## src/rtl/ict_pkg.sv

```systemverilog
// shared types and constants of the inode cache table
// no dependencies; imported by every module of the block
package ict_pkg;

  localparam int unsigned DEV_W  = 16;
  localparam int unsigned INO_W  = 16;
  localparam int unsigned SLOT_W = 6;
  localparam int unsigned STAT_W = 3;
  localparam int unsigned BLK_W  = 32;
  localparam int unsigned POS_W  = 5;
  localparam int unsigned CNT_W  = 16;
  localparam int unsigned CFG_W  = 16;
  localparam int unsigned DATA_W = 32;
  localparam int unsigned ADDR_W = 4;

  localparam logic CMD_GET = 1'b0;
  localparam logic CMD_PUT = 1'b1;

  localparam logic [STAT_W-1:0] ST_HIT        = 3'd0;
  localparam logic [STAT_W-1:0] ST_NEW        = 3'd1;
  localparam logic [STAT_W-1:0] ST_LOWERED    = 3'd2;
  localparam logic [STAT_W-1:0] ST_FREED      = 3'd3;
  localparam logic [STAT_W-1:0] ST_BAD_NUMBER = 3'd4;
  localparam logic [STAT_W-1:0] ST_FULL       = 3'd5;
  localparam logic [STAT_W-1:0] ST_FREE_SLOT  = 3'd6;

  localparam logic [1:0] REG_INODE_MAP   = 2'd0;
  localparam logic [1:0] REG_ZONE_MAP    = 2'd1;
  localparam logic [1:0] REG_INODE_TOTAL = 2'd2;

  localparam logic [CNT_W-1:0] COUNT_MAX = 16'hFFFF;
  localparam logic [BLK_W-1:0] BOOT_BLOCKS = 32'd2;

  typedef struct packed {
    logic              command;
    logic [DEV_W-1:0]  device;
    logic [INO_W-1:0]  inode_number;
    logic [SLOT_W-1:0] slot;
  } in_item_t;

  typedef struct packed {
    logic [STAT_W-1:0] status;
    logic [SLOT_W-1:0] slot_index;
    logic [BLK_W-1:0]  block_number;
    logic [POS_W-1:0]  entry_in_block;
    logic [CNT_W-1:0]  ref_count;
  } out_item_t;

  typedef struct packed {
    logic [CFG_W-1:0] inode_map_blocks;
    logic [CFG_W-1:0] zone_map_blocks;
    logic [CFG_W-1:0] inode_total;
  } cfg_t;

  typedef struct packed {
    logic              is_put;
    logic [DEV_W-1:0]  device;
    logic [INO_W-1:0]  inode_number;
    logic [INO_W-1:0]  nr_m1;
    logic              nr_zero;
    logic              slot_ok;
    logic [SLOT_W-1:0] slot;
  } task_t;

endpackage

```

## src/rtl/ict_cfg.sv

```systemverilog
// configuration registers behind the apb-style port
// depends on ict_pkg
module ict_cfg (
  input  logic                       clk_i,
  input  logic                       rst_ni,
  input  logic                       psel,
  input  logic                       penable,
  input  logic                       pwrite,
  input  logic [ict_pkg::ADDR_W-1:0] paddr,
  input  logic [ict_pkg::DATA_W-1:0] pwdata,
  output logic [ict_pkg::DATA_W-1:0] prdata,
  output logic                       pready,
  output ict_pkg::cfg_t              cfg_o
);
  import ict_pkg::*;

  cfg_t       cfg_q;
  logic       wr_en;
  logic [1:0] reg_idx;

  assign pready  = 1'b1;
  assign reg_idx = paddr[3:2];
  assign wr_en   = psel & penable & pwrite;
  assign cfg_o   = cfg_q;

  always_ff @(posedge clk_i or negedge rst_ni) begin
    if (!rst_ni) begin
      cfg_q <= '0;
    end else if (wr_en) begin
      unique case (reg_idx)
        REG_INODE_MAP:   cfg_q.inode_map_blocks <= pwdata[CFG_W-1:0];
        REG_ZONE_MAP:    cfg_q.zone_map_blocks  <= pwdata[CFG_W-1:0];
        REG_INODE_TOTAL: cfg_q.inode_total      <= pwdata[CFG_W-1:0];
        default: ;
      endcase
    end
  end

  always_comb begin
    unique case (reg_idx)
      REG_INODE_MAP:   prdata = DATA_W'(cfg_q.inode_map_blocks);
      REG_ZONE_MAP:    prdata = DATA_W'(cfg_q.zone_map_blocks);
      REG_INODE_TOTAL: prdata = DATA_W'(cfg_q.inode_total);
      default:         prdata = '0;
    endcase
  end

endmodule

```

## src/rtl/ict_front.sv

```systemverilog
// front end: accepts items, classifies them and holds them in a two-entry queue
// depends on ict_pkg
module ict_front #(
  parameter int unsigned TABLE_ENTRIES = 64
) (
  input  logic              clk_i,
  input  logic              rst_ni,
  input  logic              push,
  output logic              full,
  input  ict_pkg::in_item_t item_i,
  output logic              task_valid_o,
  output ict_pkg::task_t    task_o,
  input  logic              task_pop_i
);
  import ict_pkg::*;

  task_t      q_mem [2];
  logic       wr_ptr_q, rd_ptr_q;
  logic [1:0] count_q;
  logic       do_push, do_pop;
  task_t      cls;

  always_comb begin
    cls.is_put       = (item_i.command == CMD_PUT);
    cls.device       = item_i.device;
    cls.inode_number = item_i.inode_number;
    cls.nr_m1        = item_i.inode_number - INO_W'(1);
    cls.nr_zero      = (item_i.inode_number == '0);
    cls.slot_ok      = (32'(item_i.slot) < 32'(TABLE_ENTRIES));
    cls.slot         = item_i.slot;
  end

  assign full         = (count_q == 2'd2);
  assign task_valid_o = (count_q != 2'd0);
  assign task_o       = q_mem[rd_ptr_q];
  assign do_push      = push & ~full;
  assign do_pop       = task_pop_i & task_valid_o;

  always_ff @(posedge clk_i or negedge rst_ni) begin
    if (!rst_ni) begin
      wr_ptr_q <= 1'b0;
      rd_ptr_q <= 1'b0;
      count_q  <= 2'd0;
    end else begin
      if (do_push) wr_ptr_q <= ~wr_ptr_q;
      if (do_pop)  rd_ptr_q <= ~rd_ptr_q;
      if (do_push && !do_pop) begin
        count_q <= count_q + 2'd1;
      end else if (do_pop && !do_push) begin
        count_q <= count_q - 2'd1;
      end
    end
  end

  always_ff @(posedge clk_i) begin
    if (do_push) q_mem[wr_ptr_q] <= cls;
  end

endmodule

```

## src/rtl/ict_back.sv

```systemverilog
// back end: table lookup, count memory, block arithmetic and result register
// depends on ict_pkg
module ict_back #(
  parameter int unsigned TABLE_ENTRIES    = 64,
  parameter int unsigned INODES_PER_BLOCK = 32
) (
  input  logic               clk_i,
  input  logic               rst_ni,
  input  logic               task_valid_i,
  input  ict_pkg::task_t     task_i,
  output logic               task_pop_o,
  input  ict_pkg::cfg_t      cfg_i,
  output logic               empty_o,
  input  logic               pop_i,
  output ict_pkg::out_item_t result_o
);
  import ict_pkg::*;

  localparam int unsigned IW = (TABLE_ENTRIES > 1) ? $clog2(TABLE_ENTRIES) : 1;
  localparam logic [32:0] RECIP = 33'((64'd1 << 32) / 64'(INODES_PER_BLOCK));
  localparam logic [INO_W-1:0] DIVISOR = INO_W'(INODES_PER_BLOCK);

  typedef enum logic [1:0] {S_IDLE, S_LOOK, S_ENC, S_EXEC} state_e;

  state_e                   state_q;
  task_t                    t_q;
  logic [TABLE_ENTRIES-1:0] valid_q, match_q, free_q, match_c;
  logic [DEV_W-1:0]         dev_q [TABLE_ENTRIES];
  logic [INO_W-1:0]         ino_q [TABLE_ENTRIES];
  logic [CNT_W-1:0]         cnt_mem [TABLE_ENTRIES];
  logic [IW-1:0]            hit_idx_q, free_idx_q, hit_idx_c, free_idx_c, rd_addr, sidx;
  logic                     hit_any_q, free_any_q;
  logic [INO_W-1:0]         quot_q, rem_q, rem_c, quot_fix, rem_fix;
  logic [48:0]              prod;
  logic [31:0]              back_prod;
  logic [CNT_W-1:0]         cnt_q;
  logic                     out_valid_q;
  out_item_t                out_q, res;
  logic                     exec_go, take, slot_live;
  logic                     cnt_we, set_valid, clr_valid;
  logic [IW-1:0]            cnt_waddr;
  logic [CNT_W-1:0]         cnt_wdata;

  function automatic logic [IW-1:0] lowest(input logic [TABLE_ENTRIES-1:0] v);
    logic [IW-1:0] idx;
    idx = '0;
    for (int i = TABLE_ENTRIES - 1; i >= 0; i--) begin
      if (v[i]) idx = IW'(i);
    end
    return idx;
  endfunction

  always_comb begin
    for (int i = 0; i < TABLE_ENTRIES; i++) begin
      match_c[i] = valid_q[i] && (dev_q[i] == t_q.device) && (ino_q[i] == t_q.inode_number);
    end
  end

  assign sidx       = IW'(t_q.slot);
  assign hit_idx_c  = lowest(match_q);
  assign free_idx_c = lowest(free_q);
  assign rd_addr    = t_q.is_put ? sidx : hit_idx_c;
  assign prod       = 49'(t_q.nr_m1) * 49'(RECIP);
  assign back_prod  = 32'(quot_q) * 32'(DIVISOR);
  assign rem_c      = t_q.nr_m1 - back_prod[INO_W-1:0];
  assign quot_fix   = (rem_q >= DIVISOR) ? quot_q + INO_W'(1) : quot_q;
  assign rem_fix    = (rem_q >= DIVISOR) ? rem_q - DIVISOR : rem_q;
  assign slot_live  = t_q.slot_ok && valid_q[sidx];

  assign exec_go    = (state_q == S_EXEC) && (!out_valid_q || pop_i);
  assign take       = task_valid_i && ((state_q == S_IDLE) || exec_go);
  assign task_pop_o = take;
  assign empty_o    = ~out_valid_q;
  assign result_o   = out_q;

  always_comb begin
    res       = '0;
    cnt_we    = 1'b0;
    cnt_waddr = hit_idx_q;
    cnt_wdata = cnt_q;
    set_valid = 1'b0;
    clr_valid = 1'b0;
    if (t_q.is_put) begin
      res.slot_index = t_q.slot;
      cnt_waddr      = sidx;
      if (!slot_live) begin
        res.status = ST_FREE_SLOT;
      end else if (cnt_q > CNT_W'(1)) begin
        res.status    = ST_LOWERED;
        cnt_we        = 1'b1;
        cnt_wdata     = cnt_q - CNT_W'(1);
        res.ref_count = cnt_wdata;
      end else begin
        res.status = ST_FREED;
        clr_valid  = 1'b1;
      end
    end else if (t_q.nr_zero) begin
      res.status = ST_BAD_NUMBER;
    end else if (hit_any_q) begin
      res.status     = ST_HIT;
      res.slot_index = SLOT_W'(hit_idx_q);
      cnt_we         = 1'b1;
      cnt_wdata      = (cnt_q == COUNT_MAX) ? cnt_q : cnt_q + CNT_W'(1);
      res.ref_count  = cnt_wdata;
    end else if (t_q.inode_number > cfg_i.inode_total) begin
      res.status = ST_BAD_NUMBER;
    end else if (!free_any_q) begin
      res.status = ST_FULL;
    end else begin
      res.status         = ST_NEW;
      res.slot_index     = SLOT_W'(free_idx_q);
      res.block_number   = BOOT_BLOCKS + BLK_W'(cfg_i.inode_map_blocks)
                         + BLK_W'(cfg_i.zone_map_blocks) + BLK_W'(quot_fix);
      res.entry_in_block = rem_fix[POS_W-1:0];
      res.ref_count      = CNT_W'(1);
      cnt_we             = 1'b1;
      cnt_waddr          = free_idx_q;
      cnt_wdata          = CNT_W'(1);
      set_valid          = 1'b1;
    end
  end

  always_ff @(posedge clk_i or negedge rst_ni) begin
    if (!rst_ni) begin
      state_q     <= S_IDLE;
      out_valid_q <= 1'b0;
      valid_q     <= '0;
    end else begin
      unique case (state_q)
        S_IDLE: if (take) state_q <= S_LOOK;
        S_LOOK: state_q <= S_ENC;
        S_ENC:  state_q <= S_EXEC;
        S_EXEC: begin
          if (exec_go) state_q <= take ? S_LOOK : S_IDLE;
        end
        default: state_q <= S_IDLE;
      endcase
      if (exec_go) begin
        out_valid_q <= 1'b1;
      end else if (pop_i) begin
        out_valid_q <= 1'b0;
      end
      if (exec_go && set_valid) valid_q[free_idx_q] <= 1'b1;
      if (exec_go && clr_valid) valid_q[sidx] <= 1'b0;
    end
  end

  always_ff @(posedge clk_i) begin
    if (take) t_q <= task_i;
    if (state_q == S_LOOK) begin
      match_q <= match_c;
      free_q  <= ~valid_q;
      quot_q  <= prod[32 +: INO_W];
    end
    if (state_q == S_ENC) begin
      hit_idx_q  <= hit_idx_c;
      free_idx_q <= free_idx_c;
      hit_any_q  <= |match_q;
      free_any_q <= |free_q;
      rem_q      <= rem_c;
      cnt_q      <= cnt_mem[rd_addr];
    end
    if (exec_go) begin
      out_q <= res;
      if (set_valid) begin
        dev_q[free_idx_q] <= t_q.device;
        ino_q[free_idx_q] <= t_q.inode_number;
      end
      if (cnt_we) cnt_mem[cnt_waddr] <= cnt_wdata;
    end
  end

endmodule

```

## src/rtl/inode_cache_table_top.sv

```systemverilog
// a result shows on the result ports once its item has passed the look,
// encode and execute steps of the back-end sequencer around the count memory's
// registered read; a new item is taken only as the last one executes
// reset clears the entry valid bits, the queue, the result valid flag and the
// configuration registers at once; no clearing pass, items are taken right away
// depends on ict_pkg, ict_cfg, ict_front and ict_back
module inode_cache_table_top #(
  parameter int unsigned TABLE_ENTRIES    = 64,
  parameter int unsigned INODES_PER_BLOCK = 32
) (
  input  logic                       clk_i,
  input  logic                       rst_ni,
  input  logic                       push,
  output logic                       full,
  input  ict_pkg::in_item_t          item_i,
  output logic                       empty,
  input  logic                       pop,
  output ict_pkg::out_item_t         result_o,
  input  logic                       psel,
  input  logic                       penable,
  input  logic                       pwrite,
  input  logic [ict_pkg::ADDR_W-1:0] paddr,
  input  logic [ict_pkg::DATA_W-1:0] pwdata,
  output logic [ict_pkg::DATA_W-1:0] prdata,
  output logic                       pready
);
  import ict_pkg::*;

  cfg_t  cfg;
  task_t task_item;
  logic  task_valid, task_pop;

  ict_cfg u_cfg (
    .clk_i   (clk_i),
    .rst_ni  (rst_ni),
    .psel    (psel),
    .penable (penable),
    .pwrite  (pwrite),
    .paddr   (paddr),
    .pwdata  (pwdata),
    .prdata  (prdata),
    .pready  (pready),
    .cfg_o   (cfg)
  );

  ict_front #(
    .TABLE_ENTRIES (TABLE_ENTRIES)
  ) u_front (
    .clk_i        (clk_i),
    .rst_ni       (rst_ni),
    .push         (push),
    .full         (full),
    .item_i       (item_i),
    .task_valid_o (task_valid),
    .task_o       (task_item),
    .task_pop_i   (task_pop)
  );

  ict_back #(
    .TABLE_ENTRIES    (TABLE_ENTRIES),
    .INODES_PER_BLOCK (INODES_PER_BLOCK)
  ) u_back (
    .clk_i        (clk_i),
    .rst_ni       (rst_ni),
    .task_valid_i (task_valid),
    .task_i       (task_item),
    .task_pop_o   (task_pop),
    .cfg_i        (cfg),
    .empty_o      (empty),
    .pop_i        (pop),
    .result_o     (result_o)
  );

endmodule
```

## config.mk

```make
export PLATFORM = sky130hd
export DESIGN_NAME = inode_cache_table_top
export DESIGN_NICKNAME = d
export VERILOG_FILES = /design/src/rtl/ict_pkg.sv /design/src/rtl/ict_cfg.sv /design/src/rtl/ict_front.sv /design/src/rtl/ict_back.sv /design/src/rtl/inode_cache_table_top.sv
export SDC_FILE = /design/constraint.sdc
export NUM_CORES = 2
export LEC_CHECK = 0
export ABC_AREA = 0
export BUFFER_PORTS_ARGS = -buffer_cell sky130_fd_sc_hd__buf_2
export CAP_MARGIN = 10
export CELL_PAD_IN_SITES_DETAIL_PLACEMENT = 1
export CELL_PAD_IN_SITES_GLOBAL_PLACEMENT = 2
export CORE_UTILIZATION = 42
export CTS_CLUSTER_DIAMETER = 150
export DETAILED_ROUTE_END_ITERATION = 8
export PLACE_DENSITY_LB_ADDON = 0.1
export SETUP_SLACK_MARGIN = 0.15
export SYNTH_ARGS = -nofsm -noshare
export SYNTH_HDL_FRONTEND = slang
export SYNTH_HIERARCHICAL = 1
export SYNTH_SLANG_ARGS = --single-unit
```

## constraint.sdc

```tcl
create_clock -name clk_i -period 6.33 [get_ports clk_i]
set_input_delay 0.3165 -clock clk_i [delete_from_list [all_inputs] [get_ports clk_i]]
set_output_delay 0.3165 -clock clk_i [all_outputs]
set_load 0.01 [all_outputs]
```

# After elaboration in Yosys (flattened, before gate mapping)
# Memory sizes are Yosys's and may differ from the RTL's. A register that Yosys moved wholly into a read port is not among the register bits.
# Index checks and enable logic that the tools add are counted.
[word_totals] regBits=351 latch_bits=0 mem_bits_rw=3184 mem_bits_ro=0 inputBits=82 output_inout_bits=97 word_cells=556 mem_count=4
[classes] addsub=11 mul=0 n_div=0 n_lt_le_gt_ge=7 eq_ne=137 shift=0 muxes=196 bitwise_logic=13 n_reduce_logical=160
[memory_table] memory="u_back.cnt_mem" words=64 width=16 read_ports=1 rd_clocked_by_memory_dff=1 wr=1 line_no="ict_back.sv:30" rtl="logic [CNT_W-1:0] cnt_mem [TABLE_ENTRIES];"
[memory_table] memory="u_back.dev_q" words=64 width=16 read_ports=64 rd_clocked_by_memory_dff=0 wr=1 line_no="ict_back.sv:28" rtl="logic [DEV_W-1:0] dev_q [TABLE_ENTRIES];"
[memory_table] memory="u_back.ino_q" words=64 width=16 read_ports=64 rd_clocked_by_memory_dff=0 wr=1 line_no="ict_back.sv:29" rtl="logic [INO_W-1:0] ino_q [TABLE_ENTRIES];"
[memory_table] memory="u_front.q_mem" words=2 width=56 read_ports=1 rd_clocked_by_memory_dff=1 wr=1 line_no="ict_front.sv:17" rtl="task_t q_mem [2];"
[op_table] operator="$eq A16 B16 Y1" n=128
[op_table] operator="$mux W6" n=102
[op_table] operator="$mux W16" n=13
[op_table] operator="$mux W59" n=3
[op_table] operator="$logic_and A1 B1 Y1" n=137
[op_table] operator="$mux W64" n=2
[op_table] operator="$not A64 Y64" n=2
[op_table] operator="$reduce_or A64 Y1" n=2
[op_table] operator="$mux W5" n=17
[op_table] operator="$add A32 B16 Y32" n=2
[op_table] operator="$and A64 B64 Y64" n=1
[op_table] operator="$or A64 B64 Y64" n=1
[op_table] operator="$pmux W16 S3" n=1
[op_table] operator="$mux W37" n=1
[op_table] operator="$mux W4" n=8
[op_table] operator="$reduce_or A32 Y1" n=1
[op_table] operator="$sub A16 B1 Y16 const B" n=2
[op_table] operator="$mux W1" n=29
[op_table] operator="$mux W3" n=8
[op_table] operator="$mux W9" n=2
[op_table] operator="$add A2 B16 Y17 const A" n=1
[op_table] operator="$add A16 B1 Y16 const B" n=1
[op_table] operator="$eq A16 B16 Y1 const B" n=1
[op_table] operator="$ge A16 B6 Y1 const B" n=1
[op_table] operator="29 further kinds" n=58

# Longest topological paths before layout
[logic_depth] word_depth=65 mapped_depth=18 ltp_nobuf=18

# By module
# Netlist, hierarchy kept.
[by_module_without_submodules] mod="ict_back" instances=1 cells_per_inst=9497 area_each_um2=143117.3
[by_module_without_submodules] mod="ict_front" instances=1 cells_per_inst=234 area_each_um2=4526.8
[by_module_without_submodules] mod="ict_cfg" instances=1 cells_per_inst=178 area_each_um2=2332.2

# Worst setup path after synthesis
# OpenSTA, ideal clock, no wires.
[synth_path] path_kind="flip-flop to flip-flop" from="reg u_back.state_q[1]" to="reg u_front.count_q[1]" setup_ps=79 arrival_time_ps=6155 setup_slack_ps=95 path_stages_with_launch=9 synth_period_minus_slack_ps=6235 path_cell_list="dfrtp_1 -> ha_1 -> nand2_1 -> a21boi_0 -> nand2_1 -> ha_1 -> xor2_1 -> nor2_1 -> xor2_1"
[synth_between] elab_chain_len=8
[synth_rtl] element="start, declared" line_no="ict_back.sv:25" rtl="state_e state_q;"
[synth_rtl] element="start signal, assigned" line_no="ict_back.sv:134" rtl="if (exec_go) state_q <= take ? S_LOOK : S_IDLE;"
[synth_rtl] element="$eq A2 B2 Y1" line_no="ict_back.sv:70" rtl="assign exec_go = (state_q == S_EXEC) && (!out_valid_q || pop_i);"
[synth_rtl] element="$logic_and A1 B1 Y1" line_no="ict_back.sv:70"
[synth_rtl] element="$logic_or A1 B1 Y1 (*)" line_no="ict_back.sv:71" rtl="assign take = task_valid_i && ((state_q == S_IDLE) || exec_go);"
[synth_rtl] element="$logic_and A1 B1 Y1 (*)" line_no="ict_back.sv:71"
[synth_rtl] element="named net task_pop" line_no="inode_cache_table_top.sv:31" rtl="logic task_valid, task_pop;"
[synth_rtl] element="$and A1 B1 Y1 (*)" line_no="ict_front.sv:37" rtl="assign do_pop = task_pop_i & task_valid_o;"
[synth_rtl] element="$logic_not A1 Y1" line_no="ict_front.sv:47" rtl="if (do_push && !do_pop) begin"
[synth_rtl] element="$logic_and A1 B1 Y1" line_no="ict_front.sv:47"
[synth_rtl] element="$mux W2 or $reduce_bool A2 Y1 (tied branches)"
[synth_rtl] element="end signal, assigned" line_no="ict_front.sv:48" rtl="count_q <= count_q + 2'd1;"
[synth_rtl] element="end signal, assigned" line_no="ict_front.sv:50" rtl="count_q <= count_q - 2'd1;"
[synth_rtl] element="end, declared" line_no="ict_front.sv:19" rtl="logic [1:0] count_q;"
# Mark *: on every way through the listed nets, which the timed path passes. The rest lies on a longest branch.
# A chain may end at the register's enable or synchronous reset.

# Worst setup path in the final report
[layout_path] from="reg u_back/sidx[0] (netlist name)" to="mem u_back.cnt_mem[35][3] (enable)"
[layout_between] elab_chain_len=8
[layout_rtl] element="$bmux W1 S6" line_no="ict_back.sv:68" rtl="assign slot_live = t_q.slot_ok && valid_q[sidx];"
[layout_rtl] element="$mux W1 (implied by the code)" line_no="ict_back.sv:68"
[layout_rtl] element="$logic_and A1 B1 Y1" line_no="ict_back.sv:68"
[layout_rtl] element="$mux W1" line_no="ict_back.sv:86" rtl="if (!slot_live) begin"
[layout_rtl] element="$mux W1" line_no="ict_back.sv:83" rtl="if (t_q.is_put) begin"
[layout_rtl] element="$mux W1" line_no="ict_back.sv:169" rtl="if (cnt_we) cnt_mem[cnt_waddr] <= cnt_wdata;"
[layout_rtl] element="$mux W1" line_no="ict_back.sv:163" rtl="if (exec_go) begin"
[layout_rtl] element="$mux W1 (implied by the code)" line_no="ict_back.sv:169"
[layout_rtl] element="end, declared" line_no="ict_back.sv:30"
# Parallel ways exist; a longest one is shown, timed or not. The select of a mux whose other input is x is not followed.

==> run summary <==
Post-CTS Resized: 0
Largest net degree at the start of global routing: 110
Vias in the first global route: 89.8k
Non-Filler Instances: 15.6k
Most used cell, CP: nor2_1
1st-iter DRT viols: 6831
Cell Int Power: 54.3 mW
Mux cell area share after synthesis: 0.0231
Sequential-to-total area share from yosys stat: 0.715
Final Hold Vio Count: 0
Leakage: 55.1 nW
Average size of a mapped cell: 15.1 um^2
Root Driver: clkbuf_16
Dpl hpwl: 296000 um
Ys Warns: 6
Crit end category: flip-flop
Via count: 86.1k
Clk_lat worst skew: 0.97 ns
Post-CTS setup buffer count: 0
GR Overflow Total: 0
Max-slew violations: 0
Area grow syn2layout: 15.1%
Number of synthesized flops with an enable pin: 3474
Fraction of registers with async set/reset: 0.0331
IO Port Bufs: 129
Clk sinks: 3593
Post-synthesis cell area: 0.150 mm^2
Hold-fix buffers, CTS: 63
Power, Total: 88.0 mW
Post-layout instance area: 0.173 mm^2
GR Util met3: 0.0263
Final Critical Period: 5.60 ns
Initial antenna violation count: 20
Setup TNS: 0 ns
GR Layer Usage met2: 0.456
Cell area power density: 510 mW/mm^2
Crit-path cells: nand2b_1, nor2_1, nand2_1, a21boi_1, a311oi_1, a31oi_2, nand2_2, o31ai_1, o311a_1, nand3_1, nor2_1, buf_4
CP bufs+invs: 1
GRT busiest layer: met2
Most frequent cells in the layout: edfxtp_1 (3474), xnor2_1 (1832), nand2_1 (883)
XOR/XNOR share of the synthesized area: 0.123
Setup Skew: 0.0686 ns
#FFs+latches synth: 3593
Largest family of logic cells by synthesized area: XOR/XNOR gates
Core Footprint: 0.356 mm^2
CP required: 6.95 ns
Final Setup Violations: 0
Fraction of the mapped netlist area in adder cells: 0.00657
Final core utilization: 0.485
Commonest non-fill, non-tap cell in the layout: edfxtp_1
CP peak stage delay: 1.10 ns
TritonCTS Buffers: 393
Routed wire per std cell: 29.7 um
Met1 Usage GRT: 0.330
GRT Total Usage: 0.256
Placed inst area: 0.160 mm^2
Max VDD drop: 0.404 mV
Final ANT Viol Nets: 0
Dpl cells: 14.8k
DRC Markers: 16
CTS Buffer Depth: 4
Layout cell share with drive strength beyond 1: 0.135
Crit share post-route: 0.884
Drt pass-1 iters: 7
Syn Inst Count: 9909
Max-slew headroom at the worst pin: 0.0987
Rows: 219
F_max: 179 MHz
Placer Congestion: 0.868
Synth Area in Compound Gates: 0.0294
Startpoint types: flip-flop
Count of cell types in the netlist: 106
Setup ws final: 0.733 ns
Starting Density: 0.422
CTS tree: done
NetSw: 33.7 mW
Sw Share: 0.383
Clock transition at the registers of the reported paths: 0.06 ns
Status: finished, violations left
First-pass GRT wire length: 662000 um
CP delay by family, top: simple AND/OR/NAND/NOR gates
Slowest stage cell, crit path: edfxtp_1
Worst-path maximum fanout: 16
Flop pwr share: 0.377
Post-Synth Simple-Gate Area: 0.0823
NumNets Final: 10.7k
Routed WL: 464000 um
Tightest Hold Check Type: in -> async
Die ar.: 0.359 mm^2
Dpl ws: 0.900 ns
Die Wd: 600 um
Chip height: 600 um
Max-cap violations: 0
RSZ-0062 raised after global routing: no
Crit path DAT: 6.21 ns
Vias per inst: 5.51
Hold_ws: 0.0376 ns
Ys flop type: edfxtp_1
Crit Path Category: reg -> reg
Combinational group share of total power: 0.370
Failing checks: design-rule violations
I/O pin total: 179
Least-Margin Pin Slew: 1.34 ns
Share of total power in the clock network: 0.252
H-Tree Depth: 5
-- metal layers --
layer / up-vias / wire length [um]
met5: - / 0
met4: 0 / 14400
met3: 549 / 18100
met2: 1799 / 238000
met1: 45800 / 193000
li1: 37900 / -
-- flip-flops by register name (all words and copies together) (netlist names), 6 cells and up --
register / cells
u_back/ino_q: 1024
u_front/q_mem: 112
u_back/sidx: 6
u_back/result_o: 48
u_back/cnt_q: 16
u_back/free_q: 64
u_back/rem_q: 16
u_cfg/cfg_o: 48
u_back/match_q: 64
u_back/hit_idx_q: 6
u_back/dev_q: 1024
u_back/quot_q: 11
u_back/t_q: 51
u_back/free_idx_q: 6
u_back/valid_q: 64
u_back/cnt_mem: 1024
-- cell usage after synthesis (21+ instances only) --
cell type / number / share of area
a21o_1: 21 / 0.0011
a21oi_1: 191 / 0.0064
a2bb2oi_1: 25 / 0.0015
a31oi_1: 26 / 0.0011
a32oi_1: 46 / 0.0027
and3_1: 28 / 0.0012
buf_1: 89 / 0.0022
buf_2: 91 / 0.0030
buf_4: 51 / 0.0026
clkbuf_1: 246 / 0.0062
dfrtp_1: 119 / 0.020
edfxtp_1: 3474 / 0.70
ha_1: 58 / 0.0048
inv_1: 191 / 0.0048
mux2_2: 124 / 0.0093
mux2i_1: 163 / 0.011
nand2_1: 884 / 0.022
nand3_1: 374 / 0.012
nand4_1: 497 / 0.021
nor2_1: 280 / 0.0070
nor3_1: 43 / 0.0014
nor4_1: 256 / 0.011
o21ai_0: 61 / 0.0020
o22a_1: 38 / 0.0022
o22ai_1: 25 / 0.0010
o311ai_1: 22 / 0.0013
xnor2_1: 1832 / 0.11
xor2_1: 279 / 0.016
-- path summary, 6_finish.rpt --
| path | startpoint | slack, ns | end | cells after the start |
|---|---|---|---|---|
| max in group asynchronous | rst_ni | 4.83 | u_front/rd_ptr_q$_DFFE_PN0P_ | 3 |
| worst min register to register | u_back/t_q[11]$_DFFE_PP_ | 0.42 | u_back/rem_q[3]$_DFFE_PN_ | 0 |
| worst min-delay path | rst_ni | 0.04 | u_back/valid_q[60]$_DFF_PN0_ | 2 |
| worst max register to register | u_back/sidx[0]$_DFFE_PP_ | 0.73 | u_back/cnt_mem[35][3]$_DFFE_PP_ | 12 |
| min in group clk_i | item_i[27] | 0.10 | u_front/q_mem[1][44]$_DFFE_PP_ | 2 |
| worst max-delay path | u_back/sidx[0]$_DFFE_PP_ | 0.73 | u_back/cnt_mem[35][3]$_DFFE_PP_ | 12 |
-- final cells by class --
type | instances | area, um^2
inverters | 194 | 729
clock inverters | 220 | 1990
repair buffers | 691 | 5890
flip-flops and latches | 3593 | 107000
clock buffers | 492 | 10300
fillers | 34500 | 183000
well taps | 4751 | 5940
diodes | 5 | 12.5
multi-input cells | 5661 | 40500
-- cells by family after synthesis --
group / count (synthesis)
AOI/OAI and AO/OA: 639
xor gates and xnor gates: 2112
adders and majority gates: 71
buffers and inverters: 683
DFF: 3593
muxes: 310
other: 4
and+or+nand+nor: 2497
-- power by group through the flow --
stage | Clock, mW | Sequential [mW] | Combinational (mW)
floorplan | 0 | 33.9 | 17.4
global placement | 0 | 33.7 | 32.1
detailed placement | 0 | 33.7 | 33.0
CTS | 22.7 | 33.2 | 33.1
global route | 23.5 | 33.2 | 34.7
finish | 22.2 | 33.2 | 32.6
Power figures use the tool's default switching activity.
